--- src/design/pcg_random_source_top_assert.svh ---
// assertion macros for the random source top level
`ifndef PCG_RANDOM_SOURCE_TOP_ASSERT_SVH
`define PCG_RANDOM_SOURCE_TOP_ASSERT_SVH

// same-cycle implication, disabled while in reset
`define PCG_ASSERT_IMP(label, clk, rst, ante, cons, msg) \
   label: assert property (@(posedge clk) disable iff (rst) (ante) |-> (cons)) \
      else $error(msg);

// next-cycle implication, disabled while in reset
`define PCG_ASSERT_NXT(label, clk, rst, ante, cons, msg) \
   label: assert property (@(posedge clk) disable iff (rst) (ante) |=> (cons)) \
      else $error(msg);

`endif

--- src/design/pcg_pkg.sv ---
// shared types, constants and output permutation for the random source
package pcg_pkg;

   localparam int unsigned WORD_W  = 32;
   localparam int unsigned STATE_W = 64;

   localparam logic [STATE_W-1:0] LCG_MULT = 64'd6364136223846793005;
   localparam logic [STATE_W-1:0] LCG_INC  = 64'd1442695040888963407;

   localparam logic [1:0] OP_RAW     = 2'd0;
   localparam logic [1:0] OP_BOUNDED = 2'd1;
   localparam logic [1:0] OP_HALF    = 2'd2;
   localparam logic [1:0] OP_BYTE    = 2'd3;

   typedef struct packed {
      logic [1:0]        opcode;
      logic [WORD_W-1:0] bound;
   } pcg_req_type;

   typedef struct packed {
      logic [WORD_W-1:0] value;
      logic              bad_bound;
   } pcg_rsp_type;

   typedef struct packed {
      logic              start;
      logic [WORD_W-1:0] dividend;
      logic [WORD_W-1:0] divisor;
   } pcg_mod_req_type;

   // xsh-rr permutation of the pre-advance state
   function automatic logic [WORD_W-1:0] pcg_output(input logic [STATE_W-1:0] old);
      logic [STATE_W-1:0]  xs;
      logic [WORD_W-1:0]   x;
      logic [4:0]          rot;
      logic [2*WORD_W-1:0] dbl;
      xs  = (old >> 18) ^ old;
      x   = xs[58:27];
      rot = old[63:59];
      dbl = {x, x} >> rot;
      return dbl[WORD_W-1:0];
   endfunction

endpackage

--- src/design/pcg_lcg.sv ---
// lcg advance unit: 64-bit state times multiplier plus increment on one shared 32x32 multiplier
module pcg_lcg (
   input  logic                         clock,
   input  logic                         reset,
   input  logic                         start,
   input  logic [pcg_pkg::STATE_W-1:0]  state_in,
   output logic                         busy,
   output logic                         done,
   output logic [pcg_pkg::STATE_W-1:0]  result
);

   localparam int unsigned HW = pcg_pkg::WORD_W;

   logic [HW-1:0]               opnd_lo_ff, opnd_lo_in;
   logic [HW-1:0]               opnd_hi_ff, opnd_hi_in;
   logic [1:0]                  phase_ff, phase_in;
   logic                        busy_ff, busy_in;
   logic                        done_ff, done_in;
   logic [pcg_pkg::STATE_W-1:0] prod_ff, prod_in;
   logic [pcg_pkg::STATE_W-1:0] acc_ff, acc_in;
   logic [HW-1:0]               mul_a, mul_b;
   logic [HW-1:0]               acc_hi_sum;

   always_comb begin
      case (phase_ff)
         2'd0: begin
            mul_a = opnd_lo_ff;
            mul_b = pcg_pkg::LCG_MULT[HW-1:0];
         end
         2'd1: begin
            mul_a = opnd_lo_ff;
            mul_b = pcg_pkg::LCG_MULT[2*HW-1:HW];
         end
         default: begin
            mul_a = opnd_hi_ff;
            mul_b = pcg_pkg::LCG_MULT[HW-1:0];
         end
      endcase
   end

   assign acc_hi_sum = acc_ff[2*HW-1:HW] + prod_ff[HW-1:0];

   always_comb begin
      opnd_lo_in = opnd_lo_ff;
      opnd_hi_in = opnd_hi_ff;
      phase_in   = phase_ff;
      busy_in    = busy_ff;
      done_in    = 1'b0;
      prod_in    = 64'(mul_a) * 64'(mul_b);
      acc_in     = acc_ff;
      if (start) begin
         opnd_lo_in = state_in[HW-1:0];
         opnd_hi_in = state_in[2*HW-1:HW];
         phase_in   = 2'd0;
         busy_in    = 1'b1;
      end else if (busy_ff) begin
         phase_in = phase_ff + 2'd1;
         case (phase_ff)
            2'd0: ;
            2'd1: acc_in = prod_ff + pcg_pkg::LCG_INC;
            2'd2: acc_in = {acc_hi_sum, acc_ff[HW-1:0]};
            default: begin
               acc_in  = {acc_hi_sum, acc_ff[HW-1:0]};
               busy_in = 1'b0;
               done_in = 1'b1;
            end
         endcase
      end
   end

   always_ff @(posedge clock) begin
      if (reset) begin
         busy_ff  <= 1'b0;
         done_ff  <= 1'b0;
         phase_ff <= 2'd0;
      end else begin
         busy_ff  <= busy_in;
         done_ff  <= done_in;
         phase_ff <= phase_in;
      end
      opnd_lo_ff <= opnd_lo_in;
      opnd_hi_ff <= opnd_hi_in;
      prod_ff    <= prod_in;
      acc_ff     <= acc_in;
   end

   assign busy   = busy_ff;
   assign done   = done_ff;
   assign result = acc_ff;

endmodule

--- src/design/pcg_mod.sv ---
// bit-serial restoring remainder unit, one dividend bit a cycle
module pcg_mod (
   input  logic                         clock,
   input  logic                         reset,
   input  pcg_pkg::pcg_mod_req_type     req,
   output logic                         busy,
   output logic                         done,
   output logic [pcg_pkg::WORD_W-1:0]   remainder
);

   localparam int unsigned W  = pcg_pkg::WORD_W;
   localparam int unsigned CW = $clog2(W);

   logic [W-1:0]  dvd_ff, dvd_in;
   logic [W-1:0]  dsr_ff, dsr_in;
   logic [W-1:0]  rem_ff, rem_in;
   logic [CW-1:0] cnt_ff, cnt_in;
   logic          busy_ff, busy_in;
   logic          done_ff, done_in;
   logic [W:0]    trial;
   logic [W:0]    diff;

   assign trial = {rem_ff, dvd_ff[W-1]};
   assign diff  = trial - {1'b0, dsr_ff};

   always_comb begin
      dvd_in  = dvd_ff;
      dsr_in  = dsr_ff;
      rem_in  = rem_ff;
      cnt_in  = cnt_ff;
      busy_in = busy_ff;
      done_in = 1'b0;
      if (req.start) begin
         dvd_in  = req.dividend;
         dsr_in  = req.divisor;
         rem_in  = '0;
         cnt_in  = '0;
         busy_in = 1'b1;
      end else if (busy_ff) begin
         dvd_in = {dvd_ff[W-2:0], 1'b0};
         rem_in = (trial >= {1'b0, dsr_ff}) ? diff[W-1:0] : trial[W-1:0];
         cnt_in = cnt_ff + CW'(1);
         if (cnt_ff == CW'(W - 1)) begin
            busy_in = 1'b0;
            done_in = 1'b1;
         end
      end
   end

   always_ff @(posedge clock) begin
      if (reset) begin
         busy_ff <= 1'b0;
         done_ff <= 1'b0;
         cnt_ff  <= '0;
      end else begin
         busy_ff <= busy_in;
         done_ff <= done_in;
         cnt_ff  <= cnt_in;
      end
      dvd_ff <= dvd_in;
      dsr_ff <= dsr_in;
      rem_ff <= rem_in;
   end

   assign busy      = busy_ff;
   assign done      = done_ff;
   assign remainder = rem_ff;

endmodule

--- src/design/pcg_random_source_top.sv ---
// random source top level: sequencer, generator state and result register
// one request at a time; req_stall is high from acceptance until the result is loaded.
// raw, fresh half or fresh byte: one lcg step, then the result register and rsp_valid; the
// first draw after reset or a seed write adds one more lcg step for the seed transform.
// bounded: zero bound flags bad_bound; else remainder unit finds the rejection limit, lcg
// steps draw until one is accepted and it is reduced; owed halves and bytes skip the lcg.
// synchronous reset loads the state that a seed of zero gives and clears owed halves and bytes.
module pcg_random_source_top (
   input  logic                          clock,
   input  logic                          reset,
   input  logic                          req_valid,
   output logic                          req_stall,
   input  pcg_pkg::pcg_req_type          req_data,
   output logic                          rsp_valid,
   input  logic                          rsp_stall,
   output pcg_pkg::pcg_rsp_type          rsp_data,
   input  logic                          csr_wen,
   input  logic [pcg_pkg::STATE_W-1:0]   csr_wdata
);

   localparam int unsigned W = pcg_pkg::WORD_W;

   typedef enum logic [5:0] {
      ST_IDLE     = 6'b000001,
      ST_SEED     = 6'b000010,
      ST_DRAW     = 6'b000100,
      ST_LIMIT    = 6'b001000,
      ST_REDUCE   = 6'b010000,
      ST_WAIT_OUT = 6'b100000
   } state_type;

   state_type                   state_ff, state_in;
   logic [1:0]                  op_ff, op_in;
   logic [W-1:0]                bound_ff, bound_in;
   logic [W-1:0]                limit_ff, limit_in;
   logic [pcg_pkg::STATE_W-1:0] lcg_state_ff, lcg_state_in;
   logic                        seed_step_ff, seed_step_in;
   logic [W-1:0]                half_word_ff, half_word_in;
   logic                        half_pending_ff, half_pending_in;
   logic [W-1:0]                byte_word_ff, byte_word_in;
   logic [1:0]                  bytes_left_ff, bytes_left_in;
   logic [W-1:0]                res_value_ff, res_value_in;
   logic                        res_bad_ff, res_bad_in;
   logic                        rsp_valid_ff, rsp_valid_in;
   pcg_pkg::pcg_rsp_type        rsp_data_ff, rsp_data_in;

   logic                        lcg_start, lcg_busy, lcg_done;
   logic [pcg_pkg::STATE_W-1:0] lcg_result;
   pcg_pkg::pcg_mod_req_type    mod_req;
   logic                        mod_busy, mod_done;
   logic [W-1:0]                mod_rem;
   logic [W-1:0]                draw_word;
   logic                        req_beat;

   pcg_lcg u_lcg (
      .clock    (clock),
      .reset    (reset),
      .start    (lcg_start),
      .state_in (lcg_state_in),
      .busy     (lcg_busy),
      .done     (lcg_done),
      .result   (lcg_result)
   );

   pcg_mod u_mod (
      .clock     (clock),
      .reset     (reset),
      .req       (mod_req),
      .busy      (mod_busy),
      .done      (mod_done),
      .remainder (mod_rem)
   );

   assign req_stall = (state_ff != ST_IDLE);
   assign req_beat  = req_valid && !req_stall;
   assign draw_word = pcg_pkg::pcg_output(lcg_state_ff);

   always_comb begin
      state_in        = state_ff;
      op_in           = op_ff;
      bound_in        = bound_ff;
      limit_in        = limit_ff;
      lcg_state_in    = lcg_state_ff;
      seed_step_in    = seed_step_ff;
      half_word_in    = half_word_ff;
      half_pending_in = half_pending_ff;
      byte_word_in    = byte_word_ff;
      bytes_left_in   = bytes_left_ff;
      res_value_in    = res_value_ff;
      res_bad_in      = res_bad_ff;
      rsp_valid_in    = rsp_valid_ff && rsp_stall;
      rsp_data_in     = rsp_data_ff;
      lcg_start       = 1'b0;
      mod_req         = '0;

      case (state_ff)
         ST_IDLE: begin
            if (csr_wen) begin
               // the seed transform is one lcg step from seed plus increment
               lcg_state_in = csr_wdata + pcg_pkg::LCG_INC;
               seed_step_in = 1'b1;
            end
            if (req_beat) begin
               op_in      = req_data.opcode;
               bound_in   = req_data.bound;
               res_bad_in = 1'b0;
               if (req_data.opcode == pcg_pkg::OP_BOUNDED && req_data.bound == '0) begin
                  res_value_in = '0;
                  res_bad_in   = 1'b1;
                  state_in     = ST_WAIT_OUT;
               end else if (req_data.opcode == pcg_pkg::OP_BOUNDED) begin
                  mod_req.start    = 1'b1;
                  mod_req.dividend = W'(0) - req_data.bound;
                  mod_req.divisor  = req_data.bound;
                  state_in         = ST_LIMIT;
               end else if (req_data.opcode == pcg_pkg::OP_HALF && half_pending_ff) begin
                  half_pending_in = 1'b0;
                  res_value_in    = {16'd0, half_word_ff[31:16]};
                  state_in        = ST_WAIT_OUT;
               end else if (req_data.opcode == pcg_pkg::OP_BYTE && bytes_left_ff != 2'd0) begin
                  byte_word_in  = byte_word_ff >> 8;
                  bytes_left_in = bytes_left_ff - 2'd1;
                  res_value_in  = {24'd0, byte_word_ff[15:8]};
                  state_in      = ST_WAIT_OUT;
               end else begin
                  lcg_start = 1'b1;
                  state_in  = seed_step_in ? ST_SEED : ST_DRAW;
               end
            end
         end
         ST_LIMIT: begin
            if (mod_done) begin
               limit_in  = mod_rem;
               lcg_start = 1'b1;
               state_in  = seed_step_ff ? ST_SEED : ST_DRAW;
            end
         end
         ST_SEED: begin
            if (lcg_done) begin
               lcg_state_in = lcg_result;
               seed_step_in = 1'b0;
               lcg_start    = 1'b1;
               state_in     = ST_DRAW;
            end
         end
         ST_DRAW: begin
            if (lcg_done) begin
               lcg_state_in = lcg_result;
               case (op_ff)
                  pcg_pkg::OP_RAW: begin
                     res_value_in = draw_word;
                     state_in     = ST_WAIT_OUT;
                  end
                  pcg_pkg::OP_BOUNDED: begin
                     if (draw_word < limit_ff) begin
                        // rejected, redraw from the advanced state
                        lcg_start = 1'b1;
                     end else begin
                        mod_req.start    = 1'b1;
                        mod_req.dividend = draw_word;
                        mod_req.divisor  = bound_ff;
                        state_in         = ST_REDUCE;
                     end
                  end
                  pcg_pkg::OP_HALF: begin
                     half_word_in    = draw_word;
                     half_pending_in = 1'b1;
                     res_value_in    = {16'd0, draw_word[15:0]};
                     state_in        = ST_WAIT_OUT;
                  end
                  default: begin
                     byte_word_in  = draw_word;
                     bytes_left_in = 2'd3;
                     res_value_in  = {24'd0, draw_word[7:0]};
                     state_in      = ST_WAIT_OUT;
                  end
               endcase
            end
         end
         ST_REDUCE: begin
            if (mod_done) begin
               res_value_in = mod_rem;
               state_in     = ST_WAIT_OUT;
            end
         end
         ST_WAIT_OUT: begin
            if (!rsp_valid_ff || !rsp_stall) begin
               rsp_valid_in          = 1'b1;
               rsp_data_in.value     = res_value_ff;
               rsp_data_in.bad_bound = res_bad_ff;
               state_in              = ST_IDLE;
            end
         end
         default: state_in = ST_IDLE;
      endcase
   end

   always_ff @(posedge clock) begin
      if (reset) begin
         state_ff        <= ST_IDLE;
         lcg_state_ff    <= pcg_pkg::LCG_INC;
         seed_step_ff    <= 1'b1;
         half_word_ff    <= '0;
         half_pending_ff <= 1'b0;
         byte_word_ff    <= '0;
         bytes_left_ff   <= 2'd0;
         rsp_valid_ff    <= 1'b0;
      end else begin
         state_ff        <= state_in;
         lcg_state_ff    <= lcg_state_in;
         seed_step_ff    <= seed_step_in;
         half_word_ff    <= half_word_in;
         half_pending_ff <= half_pending_in;
         byte_word_ff    <= byte_word_in;
         bytes_left_ff   <= bytes_left_in;
         rsp_valid_ff    <= rsp_valid_in;
      end
      op_ff        <= op_in;
      bound_ff     <= bound_in;
      limit_ff     <= limit_in;
      res_value_ff <= res_value_in;
      res_bad_ff   <= res_bad_in;
      rsp_data_ff  <= rsp_data_in;
   end

   assign rsp_valid = rsp_valid_ff;
   assign rsp_data  = rsp_data_ff;

`include "pcg_random_source_top_assert.svh"

   `PCG_ASSERT_NXT(a_busy_after_beat, clock, reset, req_beat,
                   state_ff != ST_IDLE, "block idle right after an accepted beat")
   `PCG_ASSERT_IMP(a_units_exclusive, clock, reset, lcg_busy, !mod_busy,
                   "lcg and remainder units busy together")
   `PCG_ASSERT_IMP(a_bounded_in_range, clock, reset,
                   state_ff == ST_WAIT_OUT && op_ff == pcg_pkg::OP_BOUNDED && !res_bad_ff,
                   res_value_ff < bound_ff, "bounded result not below bound")

endmodule
--- config.mk ---
export PLATFORM = sky130hd
export DESIGN_NAME = pcg_random_source_top
export DESIGN_NICKNAME = d
export VERILOG_FILES = /design/src/design/pcg_pkg.sv /design/src/design/pcg_lcg.sv /design/src/design/pcg_mod.sv /design/src/design/pcg_random_source_top.sv
export VERILOG_INCLUDE_DIRS = /design/src /design/src/design
export SDC_FILE = /design/constraint.sdc
export NUM_CORES = 2
export LEC_CHECK = 0
export BUFFER_PORTS_ARGS = -buffer_cell sky130_fd_sc_hd__clkbuf_2
export CAP_MARGIN = 10
export CORE_MARGIN = 10
export CORE_UTILIZATION = 60
export CTS_BUF_LIST = sky130_fd_sc_hd__clkbuf_8
export DETAILED_ROUTE_END_ITERATION = 8
export HOLD_SLACK_MARGIN = 0.15
export PLACE_DENSITY = 0.86
export SYNTH_ARGS = -nofsm -noshare
export SYNTH_HDL_FRONTEND = slang
export SYNTH_HIERARCHICAL = 1
export SYNTH_SLANG_ARGS = --single-unit
--- constraint.sdc ---
create_clock -name clock -period 12.3 [get_ports clock]
set_clock_uncertainty 0.2 [all_clocks]
set_input_delay 2.46 -clock clock [delete_from_list [all_inputs] [get_ports clock]]
set_output_delay 2.46 -clock clock [all_outputs]
set_load 0.02 [all_outputs]
Word-level counts from Yosys, hierarchy flattened
Index checks and enable logic that the tools add are counted.
- muxes and demuxes: 89
- magnitude comparators: 2
- shifts and indexed selects: 1
- multiply operators: 1
- bitwise logic cells: 5
- reduce and logical (&&, ||, !) cells: 36
- add/subtract/negate cells: 8
- equality and inequality tests: 32
- operators with widths (kind ; count):
    two-way mux 32 bit ; 18
    two-way mux 65 bit ; 6
    one-hot mux 64 bit (2 select lines) ; 2
    one-hot mux 32 bit (3 select lines) ; 2
    one-hot mux 65 bit (2 select lines) ; 1
    adder 64 x 61 -> 64 bit, second input constant ; 2
    two-way mux 64 bit ; 2
    two-way mux 6 bit ; 12
    one-hot mux 32 bit (2 select lines) ; 1
    >> shifter 64 x 5 -> 32 bit ; 1
    multiplier 32 x 31 -> 63 bit ; 1
    XOR 46 x 59 -> 59 bit ; 1
    one-hot mux 6 bit (6 select lines) ; 1
    >= comparator 33 x 32 -> 1 bit ; 1
    adder 32 bit ; 1
    logical NOT 32 bit ; 1
    < comparator 32 bit ; 1
    subtractor 1 x 32 -> 32 bit, first input constant ; 1
    subtractor 32 bit ; 1
    two-way mux 1 bit ; 30
    two-way mux 29 bit ; 1
    AND reduction 7 bit ; 3
    inequality test 2 bit, second input constant ; 9
    two-way mux 2 bit ; 7
    33 further kinds ; 68
- bits in registers: 570
- input bits: 103
- output and inout bits: 35
- word-level logic and storage cells: 203

Logic depth before layout (Yosys ltp)
- depth after elaboration: 10
- depth in mapped cells: 38
- mapped depth without buffers: 34

Hierarchy
The synthesis kept the hierarchy.
- by module, submodules not included (module ; times used ; cells an instance ; seq. area each (sq um) ; area an instance (sq um)):
    pcg_lcg ; 1 ; 3217 ; 5205.0 ; 32008.2
    pcg_random_source_top ; 1 ; 1629 ; 6266.0 ; 15339.7
    pcg_mod ; 1 ; 613 ; 2702.6 ; 6074.6

Least setup slack after synthesis
OpenSTA, ideal clock, no wires.
- kind: register -> register
- from: reg lcg_state_ff[59] in the netlist's numbering
- to: reg u_lcg.acc_ff (netlist bit u_lcg/result[0]), enable pin
- required time: 11.694 ns
- arrival time: 12.468 ns
- path buffers: 1
- cell stages (with the launch flop): 18
- path slack: -0.774 ns
- library setup time: 0.406 ns
- clock period less this slack: 13.074 ns
- cell sequence: dfxtp_1 -> inv_2 -> buf_2 -> mux4_2 -> nand2_1 -> o21ai_1 -> mux4_2 -> inv_1 -> ha_1 -> a21o_1 -> a21o_1 -> a221o_1 -> a221o_1 -> nor3_1 -> o31ai_4 -> o21ai_0 -> nor3b_1 -> and2_1
- longest elaborated chain between the ends: 9
- RTL lines (item ; RTL line ; text):
    from (decl) ; pcg_random_source_top.sv:36 ; logic [pcg_pkg::STATE_W-1:0] lcg_state_ff, lcg_state_in;
    from (signal assigned) ; pcg_random_source_top.sv:201 ; lcg_state_ff <= pcg_pkg::LCG_INC;
    from (signal assigned) ; pcg_random_source_top.sv:210 ; lcg_state_ff <= lcg_state_in;
    XOR 46 x 59 -> 59 bit ; pcg_pkg.sv:37 ; xs = (old >> 18) ^ old;
    >> shifter 64 x 5 -> 32 bit * ; pcg_pkg.sv:40 ; dbl = {x, x} >> rot;
    named net draw_word[25] ; pcg_random_source_top.sv:52 ; logic [W-1:0] draw_word;
    < comparator 32 bit * ; pcg_random_source_top.sv:155 ; if (draw_word < limit_ff) begin
    two-way mux 1 bit * ; pcg_random_source_top.sv:155 ;
    two-way mux 1 bit * ; pcg_random_source_top.sv:149 ; case (op_ff)
    two-way mux 1 bit * ; pcg_random_source_top.sv:147 ; if (lcg_done) begin
    one-hot mux 1 bit (4 select lines) * ; pcg_random_source_top.sv:96 ; case (state_ff)
    named net lcg_start ; pcg_random_source_top.sv:47 ; logic lcg_start, lcg_busy, lcg_done;
    NOT 1 bit (no line) * ; -- ;
    AND reduction 4 bit (no line) * ; -- ;
    to (signal assigned) ; pcg_lcg.sv:84 ; acc_ff <= acc_in;
    to (decl) ; pcg_lcg.sv:20 ; logic [pcg_pkg::STATE_W-1:0] acc_ff, acc_in;
The timed path passes the listed nets; every way through them passes the cells marked *.
A chain may end at the register's enable or synchronous reset.

Worst setup path in the final report
- from: reg u_lcg.phase_ff[0]
- to: reg u_lcg/prod_ff[57] in the netlist's numbering
- longest elaborated chain between the ends: 4
- elaborated cells between the ends (all ways): 6
- classes of those cells: 1 x mul; 1 x eq/ne; 2 x mux; 2 x reduce/logical
- RTL lines (item ; RTL line ; text):
    from (decl) ; pcg_lcg.sv:16 ; logic [1:0] phase_ff, phase_in;
    from (signal assigned) ; pcg_lcg.sv:79 ; phase_ff <= phase_in;
    equality test 2 x 1 -> 1 bit / logical NOT 2 bit (equally long branches) ; pcg_lcg.sv:25 ; case (phase_ff)
    OR reduction 2 bit (no line) ; -- ;
    two-way mux 32 bit ; pcg_lcg.sv:25 ;
    multiplier 32 x 31 -> 63 bit * ; pcg_lcg.sv:49 ; prod_in = 64'(mul_a) * 64'(mul_b);
    named net u_lcg.prod_in, one bit ; pcg_lcg.sv:19 ; logic [pcg_pkg::STATE_W-1:0] prod_ff, prod_in;
    to (signal assigned) ; pcg_lcg.sv:83 ; prod_ff <= prod_in;
    to (decl) ; pcg_lcg.sv:19 ;
Marked as above.

==> out/qor.txt <==
Crit. End Element = flop
final wirelength = 168000 um
slew margin rel. = 8.80%
Placer Congestion = 1.05
Hold Path Class = reg -> reg
GR Overflow Total = 0
die area = 101000 um2
Post-synth EDFFs = 324
R2R setup slack = 1.92 ns
hold_buf cts = 0
cell mode on critical path = fa_1
Initial Utilization = 60.4%
Hold Path End = rsp_data[23]$_DFFE_PP_
Yosys warning count = 6
crit path DAT = 10.75 ns
worst path bufs/invs = 6
initial antenna violation count = 13
core area = 88400 um2
number of synthesized register bits = 546
CTS Root Cell = clkbuf_8
global-route wire length before repair = 257000 um
Final Critical Period = 10.38 ns
Hold Path Origin = res_value_ff[22]$_DFFE_PP_
Die W = 318 um
area share of the leading cell type in the synthesized netlist = 20.1%
Port Buffer Count = 137
CP max FO = 18
CP delay by family, top = adder cells
wire per inst = 24.7 um
CTS resizes = 0
slowest CP cell = mux2i_1
height of the die = 318 um
worst path required time = 12.67 ns
ranking of synthesized cells by area = fa_1 (20%), edfxtp_1 (18%), ha_1 (12%)
Iteration-0 DRC Markers = 6230
Seq/Total Area, Yosys = 26.5%
slowest stage delay, CP = 0.97 ns
Area growth, synth to finish = 7.17%
DR pass1 iterations = 7
synthesized area per cell = 9.79 um2
area leader, netlist = fa_1
synth cell count leaders = inv_1 (1000), fa_1 (536), ha_1 (522)
Routed Antenna Nets = 0
clock buffer depth = 3
worst reg2reg path depth = 27
Reg clk slew, reported paths = 0.06 ns
cts bufs inserted = 88
critical path class = reg -> reg
Setup Buffers After CTS = 0
Nets = 6741
RSZ-0062 raised after global routing = false
clk sinks = 546
via count = 42912
vias in the first global route = 42695
final max-slew violation count = 0
htree depth = 3
mapped cell area = 53400 um2
FMAX = 96.3 MHz
Distinct cells, synth = 103
num ports = 138
R2R Path End = u_lcg/prod_ff[57]$_DFF_P_
max cap viols = 0
crit path launch type = flop
# setup viols final = 0
Worst Max-Slew Pin Slew = 1.35 ns
cell row count = 109
status = finished clean
TritonCTS clock tree = yes
GRT Util Overall = 32.7%
Final Cycle Share = 84.4%
share of layout cells above drive strength 1 = 8.84%
origin of the critical flop-to-flop path = u_lcg/phase_ff[0]$_SDFFE_PP0P_
Post-DP HPWL = 136000 um
largest net degree at the start of global routing = 74
share of flip-flops with an asynchronous set or reset = 0%
WHS Path Cells = 0
Clock Latency Late Sink = 0.72 ns
top-count cell post-synth = inv_1
Post-Syn Instances = 5459
Setup TNS = 0 ns
DRC viols = 0
Main synth FF type = edfxtp_1
final hold violations = 0
detail-routed via count per cell = 6.29
==> layer usage <==
metal  part of all wire, %  track usage, %
met3                    15            11.4
met5                 0.052               0
met4                   5.0            13.5
met1                    39            44.7
met2                    41            46.8
==> worst register-to-register path: cells and delay by family, from the launching register on <==
family | cells | cell delay, ns
XOR/XNOR | 1 | 0.18
adder cells (fa/ha/maj) | 10 | 4.96
AO/OA/AOI/OAI | 6 | 1.43
buffers and inverters | 6 | 0.84
flip-flops | 1 | 0.44
multiplexers | 1 | 0.99
AND/OR/NAND/NOR | 3 | 1.19
==> sequential cells by signal, summed over array words and instances (netlist names), 2 cells and up <==
| name | flops |
|---|---|
| bound_ff | 32 |
| byte_word_ff | 24 |
| bytes_left_ff | 2 |
| half_word_ff | 16 |
| lcg_state_ff | 64 |
| limit_ff | 32 |
| op_ff | 2 |
| res_value_ff | 32 |
| rsp_data | 33 |
| state_ff | 6 |
| u_lcg/opnd_hi_ff | 32 |
| u_lcg/opnd_lo_ff | 32 |
| u_lcg/phase_ff | 2 |
| u_lcg/prod_ff | 64 |
| u_lcg/result | 64 |
| u_mod/cnt_ff | 5 |
| u_mod/dsr_ff | 32 |
| u_mod/dvd_ff | 32 |
| u_mod/remainder | 32 |
==> stage by stage <==
| stage | hold slack (ns) | utilization, % | instance area, um2 | std cells | setup WS (ns) |
|---|---|---|---|---|---|
| after floorplan | 0.200 | - | 53500 | 5488 | 2.06 |
| after global placement | 0.203 | 62.7 | 55400 | 6654 | 2.22 |
| after detailed placement | 0.206 | 62.7 | 55400 | 6654 | 2.08 |
| after global routing | 0.225 | 64.8 | 57200 | 6819 | 1.43 |
| after CTS | 0.221 | 64.7 | 57200 | 6817 | 2.03 |
| final | 0.220 | 64.8 | 57300 | 6821 | 1.92 |
==> final cells by class <==
type	instances	area, um2
multi-input combinational	3734	34800
fill	6813	31100
sequential	546	14200
inverter	1009	3790
tap	1165	1460
clock buffer	103	1420
timing repair buffer	201	1190
clock inverter	60	375
antenna	3	7.51
==> kinds of logic (layout without fill, tap and decap cells) <==
group | Yosys count | in the layout | share of synthesized area, %
other | 2 | 34 | 0.0141
adders and majority gates | 1058 | 1058 | 32.3
and+or+nand+nor | 1148 | 1148 | 10.5
AOI/OAI and AO/OA | 1023 | 1023 | 12.8
buffers and inverters | 1208 | 1373 | 8.62
muxes | 189 | 189 | 4.49
xor gates and xnor gates | 285 | 285 | 4.67
DFF | 546 | 546 | 26.5
==> worst max path at each step <==
stage | startpoint | to | slack [ns] | depth (start not counted)
after floorplan | lcg_state_ff[59]$_SDFF_PP0_ | u_lcg/result[0]$_DFFE_PP_ | 2.06 | 17
after global placement | u_lcg/phase_ff[0]$_SDFFE_PP0P_ | u_lcg/prod_ff[56]$_DFF_P_ | 2.22 | 30
after detailed placement | u_lcg/phase_ff[0]$_SDFFE_PP0P_ | u_lcg/prod_ff[56]$_DFF_P_ | 2.08 | 30
after CTS | u_lcg/phase_ff[0]$_SDFFE_PP0P_ | u_lcg/prod_ff[56]$_DFF_P_ | 2.03 | 28
after global routing | u_lcg/phase_ff[0]$_SDFFE_PP0P_ | u_lcg/prod_ff[62]$_DFF_P_ | 1.43 | 30
final | u_lcg/phase_ff[0]$_SDFFE_PP0P_ | u_lcg/prod_ff[57]$_DFF_P_ | 1.92 | 27
==> cell usage in the layout (no fill, tap or decap), types with 123 or more instances in the layout <==
master    netlist  routed
ha_1          522     521
nor2_1        327     323
inv_1        1000    1029
clkbuf_2        1     137
nand2_1       274     272
xor2_1        123     123
dfxtp_1       222     221
xnor2_1       162     162
edfxtp_1      324     324
fa_1          536     536
a21oi_1       240     239
o21ai_0       203     202
Power is left out: the tool's default activity adds up to more than one toggle a clock period on the data nets, which glitch-free logic cannot reach.
